<file path="src/hw/rtl/bfe_pkg.sv">
// Shared types and constants for the Bloom filter bit-array engine.
// No dependencies; every other file in hw/rtl refers to this package by scoped names.
`timescale 1ns / 1ps

package bfe_pkg;

  localparam int MAX_BITS    = 65536;
  localparam int MAX_HASHES  = 16;

  localparam int HASH_W      = 64;
  localparam int BITCNT_W    = 17;
  localparam int HASHCNT_W   = 5;
  localparam int POS_W       = $clog2(MAX_BITS);
  localparam int ROW_W       = 32;
  localparam int ROW_BIT_W   = $clog2(ROW_W);
  localparam int ROWS        = MAX_BITS / ROW_W;
  localparam int ROW_ADDR_W  = POS_W - ROW_BIT_W;
  localparam int MOD_DIGIT_W = 4;
  localparam int MOD_STEPS   = HASH_W / MOD_DIGIT_W;
  localparam int MOD_CNT_W   = $clog2(MOD_STEPS);

  localparam logic [BITCNT_W-1:0]  BIT_COUNT_RST  = BITCNT_W'(MAX_BITS);
  localparam logic [HASHCNT_W-1:0] HASH_COUNT_RST = HASHCNT_W'(7);

  typedef enum logic [0:0] {
    CFG_BIT_COUNT  = 1'b0,
    CFG_HASH_COUNT = 1'b1
  } cfg_idx_t;

  typedef enum logic [1:0] {
    FUNC_ADD    = 2'd0,
    FUNC_QUERY  = 2'd1,
    FUNC_CLEAR  = 2'd2,
    FUNC_UNUSED = 2'd3
  } func_t;

  typedef enum logic [3:0] {
    ST_WIPE,
    ST_IDLE,
    ST_CLEAR,
    ST_MUL,
    ST_ADD,
    ST_DIV,
    ST_RD,
    ST_CHK,
    ST_DONE
  } state_t;

  typedef struct packed {
    logic                  we;
    logic [ROW_ADDR_W-1:0] waddr;
    logic [ROW_W-1:0]      wdata;
    logic [ROW_ADDR_W-1:0] raddr;
  } store_req_t;

endpackage

</file>
<file path="src/hw/rtl/bfe_mod_unit.sv">
// Iterative remainder unit: 64-bit dividend modulo a 17-bit modulus, four bits per cycle.
// Depends on bfe_pkg for widths.
`timescale 1ns / 1ps

module bfe_mod_unit (
  input  logic                           clk,
  input  logic                           rst_n,
  input  logic                           start,
  input  logic [bfe_pkg::HASH_W-1:0]     dividend,
  input  logic [bfe_pkg::BITCNT_W-1:0]   modulus,
  output logic                           busy,
  output logic [bfe_pkg::POS_W-1:0]      remainder
);

  logic                            busy_r, busy_nxt;
  logic [bfe_pkg::MOD_CNT_W-1:0]   cnt_r, cnt_nxt;
  logic [bfe_pkg::HASH_W-1:0]      div_r, div_nxt;
  logic [bfe_pkg::BITCNT_W-1:0]    rem_r, rem_nxt;
  logic [bfe_pkg::BITCNT_W-1:0]    rem_step;

  // The remainder stays below the modulus, so each step needs one extra bit.
  always_comb begin
    logic [bfe_pkg::BITCNT_W:0] t;
    t        = '0;
    rem_step = rem_r;
    for (int s = 0; s < bfe_pkg::MOD_DIGIT_W; s++) begin
      t = {rem_step, div_r[bfe_pkg::HASH_W-1-s]};
      if (t >= {1'b0, modulus}) begin
        t = t - {1'b0, modulus};
      end
      rem_step = t[bfe_pkg::BITCNT_W-1:0];
    end
  end

  always_comb begin
    busy_nxt = busy_r;
    cnt_nxt  = cnt_r;
    div_nxt  = div_r;
    rem_nxt  = rem_r;
    if (start) begin
      busy_nxt = 1'b1;
      cnt_nxt  = '0;
      div_nxt  = dividend;
      rem_nxt  = '0;
    end else if (busy_r) begin
      rem_nxt = rem_step;
      div_nxt = div_r << bfe_pkg::MOD_DIGIT_W;
      cnt_nxt = cnt_r + 1'b1;
      if (cnt_r == bfe_pkg::MOD_CNT_W'(bfe_pkg::MOD_STEPS - 1)) begin
        busy_nxt = 1'b0;
      end
    end
  end

  always_ff @(posedge clk) begin
    if (!rst_n) begin
      busy_r <= 1'b0;
      cnt_r  <= '0;
    end else begin
      busy_r <= busy_nxt;
      cnt_r  <= cnt_nxt;
    end
    div_r <= div_nxt;
    rem_r <= rem_nxt;
  end

  assign busy      = busy_r;
  assign remainder = rem_r[bfe_pkg::POS_W-1:0];

endmodule

</file>
<file path="config.mk">
export PLATFORM = sky130hd
export DESIGN_NAME = bfe_mod_unit
export DESIGN_NICKNAME = d
export VERILOG_FILES = /design/src/hw/rtl/bfe_pkg.sv /design/src/hw/rtl/bfe_mod_unit.sv
export SDC_FILE = /design/constraint.sdc
export NUM_CORES = 1
export LEC_CHECK = 0
export ABC_AREA = 1
export BUFFER_PORTS_ARGS = -buffer_cell sky130_fd_sc_hd__buf_2
export CAP_MARGIN = 30
export CORE_ASPECT_RATIO = 0.6
export CORE_MARGIN = 4
export CORE_UTILIZATION = 45
export CTS_CLUSTER_DIAMETER = 30
export DETAILED_ROUTE_END_ITERATION = 8
export PLACE_DENSITY_LB_ADDON = 0.15
export SLEW_MARGIN = 10
export SYNTH_ARGS = -nofsm -noshare
export SYNTH_HDL_FRONTEND = slang
export SYNTH_SLANG_ARGS = --single-unit
</file>
<file path="constraint.sdc">
create_clock -name clk -period 7.6 [get_ports clk]
set_clock_uncertainty 0.15 [all_clocks]
set_input_delay 0.38 -clock clk [delete_from_list [all_inputs] [get_ports clk]]
set_output_delay 0.38 -clock clk [all_outputs]
set_load 0.02 [all_outputs]
</file>
# After elaboration in Yosys (flattened, before gate mapping)
# Cells that the tools add are included.
[totals]
inputBits = 84
wordCells = 26
output_inout_bits = 17
regBits = 86
[classes]
n_bitwise = 1
muxes = 9
n_eq_ne = 1
magnitude_cmp = 4
add_sub_neg = 5
n_reduce_logical = 2
[ops]
columns = ["cell", "count"]
rows = [
  ["two-way mux 64 bit", 2],
  [">= comparator 18 x 17 -> 1 bit", 4],
  ["two-way mux 17 bit", 4],
  ["subtractor 17 bit", 4],
  ["adder 4 x 1 -> 4 bit, second input constant", 1],
  ["equality test 4 bit, second input constant", 1],
  ["two-way mux 1 bit", 3],
  ["nonzero test 2 bit", 1],
  ["OR reduction 2 bit", 1],
  ["inverter 1 bit", 1],
]

# Depth between registers and ports, before layout
# Gate-level depths: netlist of run 1.
[depth]
ltp_word = 8
ltp_mapped = 59
mapped_depth_nobuf = 57

# Worst setup path before layout of run 1
# No wires, ideal clock.
[synth_timing]
path_type = "flip-flop to flip-flop"
from = "reg div_r[63] in the netlist's numbering"
to = "reg rem_r[11] in the netlist's numbering"
path_stages_with_launch = 58
slack_ns = 0.067
setup_time_ns = 0.059
t_required_ns = 7.391
period_less_slack_ns = 7.533
n_path_buf = 4
arrival_time_ns = 7.324
path_cell_list = "edfxtp_1 inv_1 ha_1 inv_1 fa_1 nand2_1 nand3_2 nand2_1 nand2_2 nand2_2 nand2_4 buf_2 or2_2 nand2_1 inv_1 ha_1 nand2_1 inv_1 (+22 left out) nand2_1 nand2_1 inv_1 ha_1 a21oi_1 nand2_1 nand2_1 nand2_1 a21oi_1 o21ai_0 nand2_1 nand3_1 a21oi_1 nand3_4 buf_6 nand2_1 nand3_1 nand2_1"
[synth_between]
elab_chain_len = 8
word_cells_on_any_way = 12
cone_classes = "4 x add/sub; 4 x order compare; 4 x mux"
[synth_rtl]
columns = ["item", "line", "source"]
rows = [
  ["from (decl)", "bfe_mod_unit.sv:17", "logic [bfe_pkg::HASH_W-1:0] div_r, div_nxt;"],
  ["from (signal assigned)", "bfe_mod_unit.sv:63", "div_r <= div_nxt;"],
  ["subtractor 17 bit or >= comparator 18 x 17 -> 1 bit (tied branches)", "bfe_mod_unit.sv:29, bfe_mod_unit.sv:28", ""],
  ["two-way mux 17 bit *", "bfe_mod_unit.sv:28", "if (t >= {1'b0, modulus}) begin"],
  ["subtractor 17 bit or >= comparator 18 x 17 -> 1 bit (tied branches)", "bfe_mod_unit.sv:29, bfe_mod_unit.sv:28", ""],
  ["two-way mux 17 bit *", "bfe_mod_unit.sv:28", ""],
  ["subtractor 17 bit or >= comparator 18 x 17 -> 1 bit (tied branches)", "bfe_mod_unit.sv:29, bfe_mod_unit.sv:28", ""],
  ["two-way mux 17 bit *", "bfe_mod_unit.sv:28", ""],
  ["subtractor 17 bit or >= comparator 18 x 17 -> 1 bit (tied branches)", "bfe_mod_unit.sv:29, bfe_mod_unit.sv:28", ""],
  ["two-way mux 17 bit *", "bfe_mod_unit.sv:28", ""],
  ["to (signal assigned)", "bfe_mod_unit.sv:64", "rem_r <= rem_nxt;"],
  ["to (decl)", "bfe_mod_unit.sv:18", "logic [bfe_pkg::BITCNT_W-1:0] rem_r, rem_nxt;"],
]
# Every way passes the cells marked *; elsewhere a longest branch is shown, timed or not.
# A chain may end at the register's enable or synchronous reset.

# Worst setup path in the final report of run 1
[layout_timing]
from = "reg div_r[63] in the netlist's numbering"
to = "reg rem_r[10] in the netlist's numbering"
# Same word-level chain as after synthesis.

==> metrics.yaml, run 1 <==
synthesis:
  netlist_instances: 1196
  ys_types: 44
  yosysWarnings: 0
  synth_edf_count: 64
  synthArstFlopShare_pct: 0
  synth_area_per_cell_um2: 6.798
  syn-cell-area_mm2: 0.008130
  synth_top_area_share_pct: 23.64
  ys_ff_latch: 86
  synth_common_cells: "nand2_1, inv_1, ha_1, edfxtp_1, nand3_1"
  ys_top_cells_by_area: "edfxtp_1, nand2_1, ha_1"
  yosys_most_used_dff: "edfxtp_1"
  syn_nets: 1353
  synth.most_common_cell: "nand2_1"
  ys_seq_area_share_pct: 29.06
  synth_top_cell_by_area: "edfxtp_1"
sta:
  period_minus_slack_ns: 7.510
  rsz0062_at_grt: "true"
  slew_headroom_pct: 46.38
  setup_violations: 0
  max_freq_mhz: 133.2
  whs_ns: 0.1257
  tns_ns: 0
  post-route-period-util_pct: 98.81
  worst_pin_slew_ns: 0.8043
  finalMaxSlewViolations: 0
  hold_viol: 0
global_route:
  grt_pass1_vias: 8016
  antenna_found_initial: 2
  grt_overflow: 0
  grt_first_pass_wirelength_um: 42320
  grt_start_max_net_pins: 66
  gr-usage-all-layers_pct: 26.28
floorplan:
  die_x_um: 181.5
  rows: 37
  die_y_um: 112.1
  io_pins: 101
  die-area_mm2: 0.02035
  core_mm2: 0.01741
  initial_core_util_pct: 46.71
cells_and_area:
  synthToLayoutAreaGrowth_pct: 49.51
  drive_gt1_share_pct: 39.00
  stdcell_area_mm2: 0.01216
  fillers: 1458
  seq_area_mm2: 0.002362
  multi_input_area_mm2: 0.005907
  fin_nets: 1706
  instances_no_fill: 1790
route:
  drt-total-wl_um: 29660
  avgRoutedWirePerCell_um: 16.57
  avgViaCountPerCell: 5.063
  antenna_left: 0
  drc: 0
  first_pass_iters: 5
  drt-initial-drc-count: 810
  via_count: 9062
clocking:
  cts.sinks: 86
  cts_tree: "yes"
  htree_levels: 3
  cts_root_buf: "clkbuf_16"
  cts.reportedPaths.clkPinSlew_ns: 0.08
  cts_made_buffers: 9
  clock_path_buffers: 2
  clock_latency_ns: 0.34
  hold_buffers: 0
setup_path:
  critPathMaxStageDelay_ns: 0.42
  path_common_cell: "nand2_1"
  cp_max_fo: 8
  end_kind: "flop"
  critical_path_class: "flop to flop"
  required_ns: 7.69
  crit_path_start_kind: "flop"
  crit_arrival_ns: 7.60
  cp_slowest_cell: "fa_2"
place:
  placed_cells: 1740
  port_buffers: 100
  dpl-instance-area_mm2: 0.01060
  place.gp.congestion: 0.9955
  hpwl_um: 22880
min_path:
  hold_path_class: "input pin to flop"
run:
  maxCapViolCount: 0
run_status:
  status: "finished clean"
critical path: cells and delay by family (launching register included):
kind | cells | cell delay (ns)
adders and majority gates | 5 | 1.21
DFF | 1 | 0.39
AOI/OAI and AO/OA | 10 | 1.42
buffers and inverters | 13 | 1.44
and+or+nand+nor | 29 | 2.77
final timing paths:
kind	start	to	slack, ns	cells past startpoint
setup / recovery	div_r[63]	rem_r[10]	0.09	57
hold / removal	rst_n	busy	0.13	3
setup reg to reg	div_r[63]	rem_r[10]	0.09	57
hold reg to reg	cnt_r[3]	busy	0.34	1
stage by stage:
step	util [%]	worst slack [ns]
after floorplan	-	0.06710
after global placement	60.88	-0.3553
after detailed placement	60.88	-0.3872
after CTS	62.80	0.001867
after global routing	69.82	-0.3368
final	69.83	0.09010
cell usage in the layout, fill, tap and decap left out, drive strengths merged, types with 6 or more instances in the layout:
cell and n:
a21oi 61, a31oi 6, buf 381, clkbuf 12
dfxtp 22, edfxtp 64, ha 69, inv 150
nand2 512, nand3 70, nand4 9, nor2 52
nor3 11, o21ai 40, o21bai 6, or2 7
xnor2 32, xor2 20
registers in the layout (all words and copies together), names as in the netlist:
register / count
busy: 1
cnt_r: 4
div_r: 64
rem_r: 17
cell type report:
| type | count | share of cell area (%) |
|---|---|---|
| multi-input combinational | 922 | 48.60 |
| timing repair buffer | 383 | 22.50 |
| sequential | 86 | 19.43 |
| inverter | 147 | 4.622 |
| tap | 234 | 2.409 |
| clock buffer | 10 | 1.966 |
| clock inverter | 6 | 0.4323 |
| antenna | 2 | 0.04117 |
layer usage:
metal  share of wire, %  track usage [%]
met1                 49            43.07
met4                1.2            3.298
met3                 10            6.801
met5              0.044                0
met2                 39            34.55
repair_timing:
item | in CTS | in global routing
setup buffers | 1 | 29
gates cloned | 0 | 3
setup endpoints to repair | 17 | 17
gates resized for setup | 15 | 216
pin swaps | 1 | 71
kinds of logic (layout without fill, tap and decap cells):
group | Yosys count | after routing | synth area share (%)
compound gates | 129 | 129 | 8.818
fa+ha+maj | 73 | 73 | 11.60
buf+inv | 188 | 546 | 9.849
other cells | 0 | 2 | 0
flops | 86 | 86 | 29.06
simple gates | 668 | 668 | 35.07
xor+xnor | 52 | 52 | 5.602
Power of run 1 is not shown: default switching activity piles up to over one toggle a cycle in this logic, so the estimate is an artifact.
==> run 2, diff against run 1 <==
--- a/config.mk
+++ b/config.mk
@@ -7,12 +7,13 @@
 export LEC_CHECK = 0
 export ABC_AREA = 1
 export BUFFER_PORTS_ARGS = -buffer_cell sky130_fd_sc_hd__buf_2
-export CAP_MARGIN = 30
+export CAP_MARGIN = 20
 export CORE_ASPECT_RATIO = 0.6
 export CORE_MARGIN = 4
 export CORE_UTILIZATION = 45
 export CTS_CLUSTER_DIAMETER = 30
 export DETAILED_ROUTE_END_ITERATION = 8
+export MAX_ROUTING_LAYER = met4
 export PLACE_DENSITY_LB_ADDON = 0.15
 export SLEW_MARGIN = 10
 export SYNTH_ARGS = -nofsm -noshare
==> run 2 against run 1 <==
  * Non-clock buffer count up 7
  * Flip-flop and latch count did not move
  * Setup slack better by 0.0090 ns
  * Critical path type unchanged
  * Highest routed layer is now met4
==> metrics.yaml, run 2 (synthesized netlist as in run 1, its figures left out) <==
run_status:
  status: "finished clean"
cells_and_area:
  drive_gt1_share_pct: 41.26  # +2.3 points
  regMostFlops: "div_r"
  fillers: 1467  # +0.62%
  stdcell_area_mm2: 0.01230  # +1.2%
  fin_nets: 1713  # +0.41%
  reg_top3: "div_r: 64 flops, rem_r: 17 flops, cnt_r: 4 flops"
  final_cell_mix: "nand2_1, buf_4, inv_1"
  synthToLayoutAreaGrowth_pct: 51.32
  final_common_cell: "nand2_1"
  largest_reg_flops: 64  # unchanged
place:
  dpl-instance-area_mm2: 0.01060  # about the same
  place.gp.congestion: 1.051  # +5.6%
  hpwl_um: 23120  # +1.0%
  port_buffers: 100  # unchanged
sta:
  post-route-period-util_pct: 98.70  # -0.12 points
  period_minus_slack_ns: 7.501  # -0.008986 ns
  slew_headroom_pct: 45.31  # -1.1 points
  hold_viol: 0  # unchanged
  max_freq_mhz: 133.3  # +0.12%
  finalMaxSlewViolations: 0  # unchanged
  setup_violations: 0  # unchanged
  worst_pin_slew_ns: 0.8203  # +0.01607 ns
route:
  drt-initial-drc-count: 842  # +4.0%
  avgViaCountPerCell: 5.075  # +0.25%
  avgRoutedWirePerCell_um: 17.10  # +3.2%
  first_pass_iters: 6  # +1
  drt-total-wl_um: 30710  # +3.6%
  drc: 0  # unchanged
  via_count: 9115  # +0.58%
  antenna_left: 0  # unchanged
clocking:
  cts_tree: "yes"
  htree_levels: 3  # unchanged
  hold_buffers: 0  # unchanged
  cts_made_buffers: 9  # unchanged
  clock_latency_ns: 0.35  # about the same
  clock_path_buffers: 2  # unchanged
  cts.reportedPaths.clkPinSlew_ns: 0.09  # about the same
  cts_root_buf: "clkbuf_16"
  cts.sinks: 86  # unchanged
setup_path:
  critical_path_class: "flop to flop"
  critPathMaxStageDelay_ns: 0.39  # -0.03 ns
  crit_arrival_ns: 7.59  # about the same
  cp_max_fo: 8  # unchanged
  cp_slowest_cell: "edfxtp_1"
  path_common_cell: "nand2_1"
  crit_path_start_kind: "flop"
  end_kind: "flop"
  required_ns: 7.69  # about the same
global_route:
  grt_start_max_net_pins: 66  # unchanged
  gr-usage-all-layers_pct: 28.41  # +2.1 points
  grt_pass1_vias: 8185  # +2.1%
  grt_first_pass_wirelength_um: 44300  # +4.7%
  grt_overflow: 0  # unchanged
  antenna_found_initial: 1  # -1
floorplan:
  initial_core_util_pct: 46.71  # unchanged
  die_y_um: 112.1  # unchanged
  die-area_mm2: 0.02035  # unchanged
  core_mm2: 0.01741  # unchanged
  io_pins: 101  # unchanged
  die_x_um: 181.5  # unchanged
  rows: 37  # unchanged
run:
  maxCapViolCount: 0  # unchanged
min_path:
  hold_path_class: "input pin to flop"
==> run 2: cell count changes in the layout (fill, tap and decap cells not counted), moves of 7 or more <==
cell	delta
ha_1	-7
inv_1	-8
inv_2	+11
nand2_1	-13
nand2_2	+13
==> run 2: routing by layer <==
metal  wire length, um  vias up  track usage, %  share of wire, %
met1             14910     4154           44.82                49
met2             12490      380           36.86                41
li1                  -     4551               -                 -
met5                 0        -               -                 0
met4               298        0           3.548              0.97
met3              3010       30           6.930               9.8
==> run 2: final cells by class <==
class	count	area [um2]	share of cell area (%)
multi-input cells	922	6003	48.80
repair buffers	390	2785	22.64
flip-flops and latches	86	2364	19.21
inverters	147	554.3	4.505
well taps	234	292.8	2.380
clock buffers	10	250.2	2.034
clock inverters	6	51.30	0.4170
diodes	1	2.502	0.02034
==> run 2: repair_timing <==
item / CTS / global route
resized for setup: 67 / 190
endpoints found under the hold margin: 0 / 0
cloned: 2 / 1
setup endpoints to repair: 17 / 17
pin swaps: 20 / 74
setup buffers: 12 / 26
==> run 2: through the flow <==
step	setup TNS (ns)	util [%]	instances	hold WS [ns]	setup WS (ns)
final	0	70.68	1796	0.1314	0.09909
after global routing	-2.640	70.68	1796	0.1349	-0.2015
after CTS	0	64.74	1771	0.1296	0.003310
after detailed placement	-6.439	60.92	1741	0.3262	-0.4567
after global placement	-4.246	60.92	1741	0.3244	-0.2988
after floorplan	0	-	1196	0.3047	0.06710
==> run 2: worst max-delay path: cells and delay by family (launching register included) <==
family                   cells  cell delay, ns
buffers and inverters       13            1.58
AND/OR/NAND/NOR             24            2.16
AO/OA/AOI/OAI               12            2.02
adder cells (fa/ha/maj)      5            1.12
flip-flops                   1            0.39
==> run 2: path summary, 6_finish.rpt <==
check	slack, ns	end	depth (start not counted)	startpoint
max	0.1	rem_r[7]	54	div_r[63]
min	0.13	div_r[3]	3	dividend[3]
max reg2reg	0.1	rem_r[7]	54	div_r[63]
min reg2reg	0.34	busy	1	cnt_r[3]
Power of run 2 is left out for the same reason.
==> run 3, diff against run 2 <==
--- a/config.mk
+++ b/config.mk
@@ -15,6 +15,7 @@
 export DETAILED_ROUTE_END_ITERATION = 8
 export MAX_ROUTING_LAYER = met4
 export PLACE_DENSITY_LB_ADDON = 0.15
+export REMOVE_ABC_BUFFERS = 1
 export SLEW_MARGIN = 10
 export SYNTH_ARGS = -nofsm -noshare
 export SYNTH_HDL_FRONTEND = slang
==> run 3 against run 2 <==
  * First-iteration DRC count increased by 15%
  * Utilization increased by 1.8 points
  * Register-to-register slack improved by 0.07 ns
  * Routed wire length increased by 0.85%
  * Critical path depth up 5
  * Critical endpoint unchanged
  * Largest cell class unchanged
==> metrics.yaml, run 3 (synthesized netlist as in run 1, its figures left out) <==
run_status:
  status: "finished clean"
floorplan:
  initial_core_util_pct: 46.71  # unchanged
  die_x_um: 181.5  # unchanged
  die-area_mm2: 0.02035  # unchanged
  io_pins: 101  # unchanged
  die_y_um: 112.1  # unchanged
  core_mm2: 0.01741  # unchanged
  rows: 37  # unchanged
min_path:
  hold_path_class: "input pin to flop"
  worstHoldStart: "rst_n"
clocking:
  clock_latency_ns: 0.35  # about the same
  hold_buffers: 0  # unchanged
  clock_path_buffers: 2  # unchanged
  htree_levels: 3  # unchanged
  cts_made_buffers: 9  # unchanged
  cts_root_buf: "clkbuf_16"
  cts.sinks: 86  # unchanged
  cts.reportedPaths.clkPinSlew_ns: 0.08  # about the same
  cts_tree: "yes"
cells_and_area:
  instances_no_fill: 1841  # +2.5%
  regMostFlops: "div_r"
  reg_top3: "div_r: 64 flops, rem_r: 17 flops, cnt_r: 4 flops"
  fillers: 1438  # -2.0%
  synthToLayoutAreaGrowth_pct: 55.16
  largest_reg_flops: 64  # unchanged
  fin_nets: 1759  # +2.7%
  final_cell_mix: "nand2_1, buf_4, inv_1"
  diodes: 0  # -1
  drive_gt1_share_pct: 41.57  # +0.31 points
  final_common_cell: "nand2_1"
route:
  antenna_left: 0  # unchanged
  avgRoutedWirePerCell_um: 16.82  # -1.6%
  avgViaCountPerCell: 5.070  # -0.10%
  drt-total-wl_um: 30970  # +0.85%
  first_pass_iters: 5  # -1
  via_count: 9334  # +2.4%
  drc: 0  # unchanged
  drt-initial-drc-count: 971  # +15%
sta:
  setup_violations: 0  # unchanged
  slew_headroom_pct: 45.71  # +0.40 points
  worst_pin_slew_ns: 0.8144  # -0.005979 ns
  hold_viol: 0  # unchanged
  post-route-period-util_pct: 97.75  # -0.95 points
  rsz0062_at_grt: "true"
  period_minus_slack_ns: 7.429  # -0.07186 ns
  max_freq_mhz: 134.6  # +0.97%
  finalMaxSlewViolations: 0  # unchanged
  setup_slack_ns: 0.1709  # +0.07186 ns
global_route:
  grt_overflow: 0  # unchanged
  grt_first_pass_wirelength_um: 45710  # +3.2%
  grt_pass1_vias: 8499  # +3.8%
  gr-usage-all-layers_pct: 29.24  # +0.83 points
  grt_start_max_net_pins: 68  # +3.0%
  antenna_found_initial: 0  # -1
place:
  placed_cells: 1785  # +2.5%
  preCtsSetupSlack_ns: -0.5665  # -0.1099 ns
  place.gp.congestion: 1.028  # -2.1%
  hpwl_um: 23890  # +3.3%
  port_buffers: 100  # unchanged
setup_path:
  required_ns: 7.69  # about the same
  crit_path_start_kind: "flop"
  cp_max_fo: 8  # unchanged
  critical_path_class: "flop to flop"
  cp_slowest_cell: "edfxtp_1"
  startpoint: "div_r[63]"
  crit_arrival_ns: 7.52  # -0.07 ns
  path_common_cell: "nand2_2"
  end_kind: "flop"
  reg2reg_from: "div_r[63]"
  critPathMaxStageDelay_ns: 0.38  # about the same
run:
  maxCapViolCount: 0  # unchanged
run 3: cell types whose count changed in the layout (fill, tap and decap cells not counted), moves of 3 or more:
cell     delta
buf_4      +45
a21oi_1     -3
a21oi_4     +4
nand2_1     +9
nand3_4     -3
nand3_1     +7
nand3_2     -3
nand2_2    -11
inv_1       +8
inv_2       -8
o21ai_1     +4
o21ai_2     -3
run 3: timing repair:
item	CTS	global route
gates resized for setup	46	187
buffers inserted	6	32
cloned	2	1
setup endpoints to repair	17	17
pin swaps	10	63
run 3: through the flow:
stage / utilization (%) / cell area [um2] / setup TNS (ns) / hold slack [ns]
2_1_floorplan: - / 7881 / 0 / 0.3047
3_5_place_dp: 62.74 / 10920 / -8.495 / 0.3336
3_3_place_gp: 62.70 / 10910 / -7.958 / 0.3255
5_1_grt: 72.47 / 12610 / -3.068 / 0.1358
4_1_cts: 65.83 / 11460 / 0 / 0.1235
6_report: 72.47 / 12610 / 0 / 0.1266
run 3: final timing paths:
kind	end	slack, ns	cells after the start
setup / recovery	rem_r[7]	0.17	59
hold / removal	busy	0.13	3
hold reg to reg	cnt_r[1]	0.35	2
setup reg to reg	rem_r[7]	0.17	59
run 3: area by class of cell:
type | instances | area [um2] | area share [%]
Clock buffer | 9 | 225.2 | 1.785
Clock inverter | 7 | 77.57 | 0.6150
Inverter | 147 | 554.3 | 4.394
Timing Repair Buffer | 435 | 3115 | 24.70
Tap cell | 234 | 292.8 | 2.321
Sequential cell | 86 | 2362 | 18.73
Multi-Input combinational cell | 923 | 5987 | 47.46
run 3: layer usage:
metal | GRT usage, % | wire length [um] | vias up
li1 | - | - | 4639
met1 | 46.48 | 15050 | 4291
met2 | 38.55 | 12400 | 377
met3 | 5.829 | 3275 | 27
met4 | 3.698 | 243 | 0
met5 | - | 0 | -
run 3: worst max-delay path: cells and delay by family (launching register included):
kind	cells	cell delay (ns)
adders and majority gates	5	1.16
AOI/OAI and AO/OA	9	1.40
and+or+nand+nor	29	2.53
DFF	1	0.38
buffers and inverters	15	1.53
xor gates and xnor gates	1	0.14
Power of run 3 is left out for the same reason.
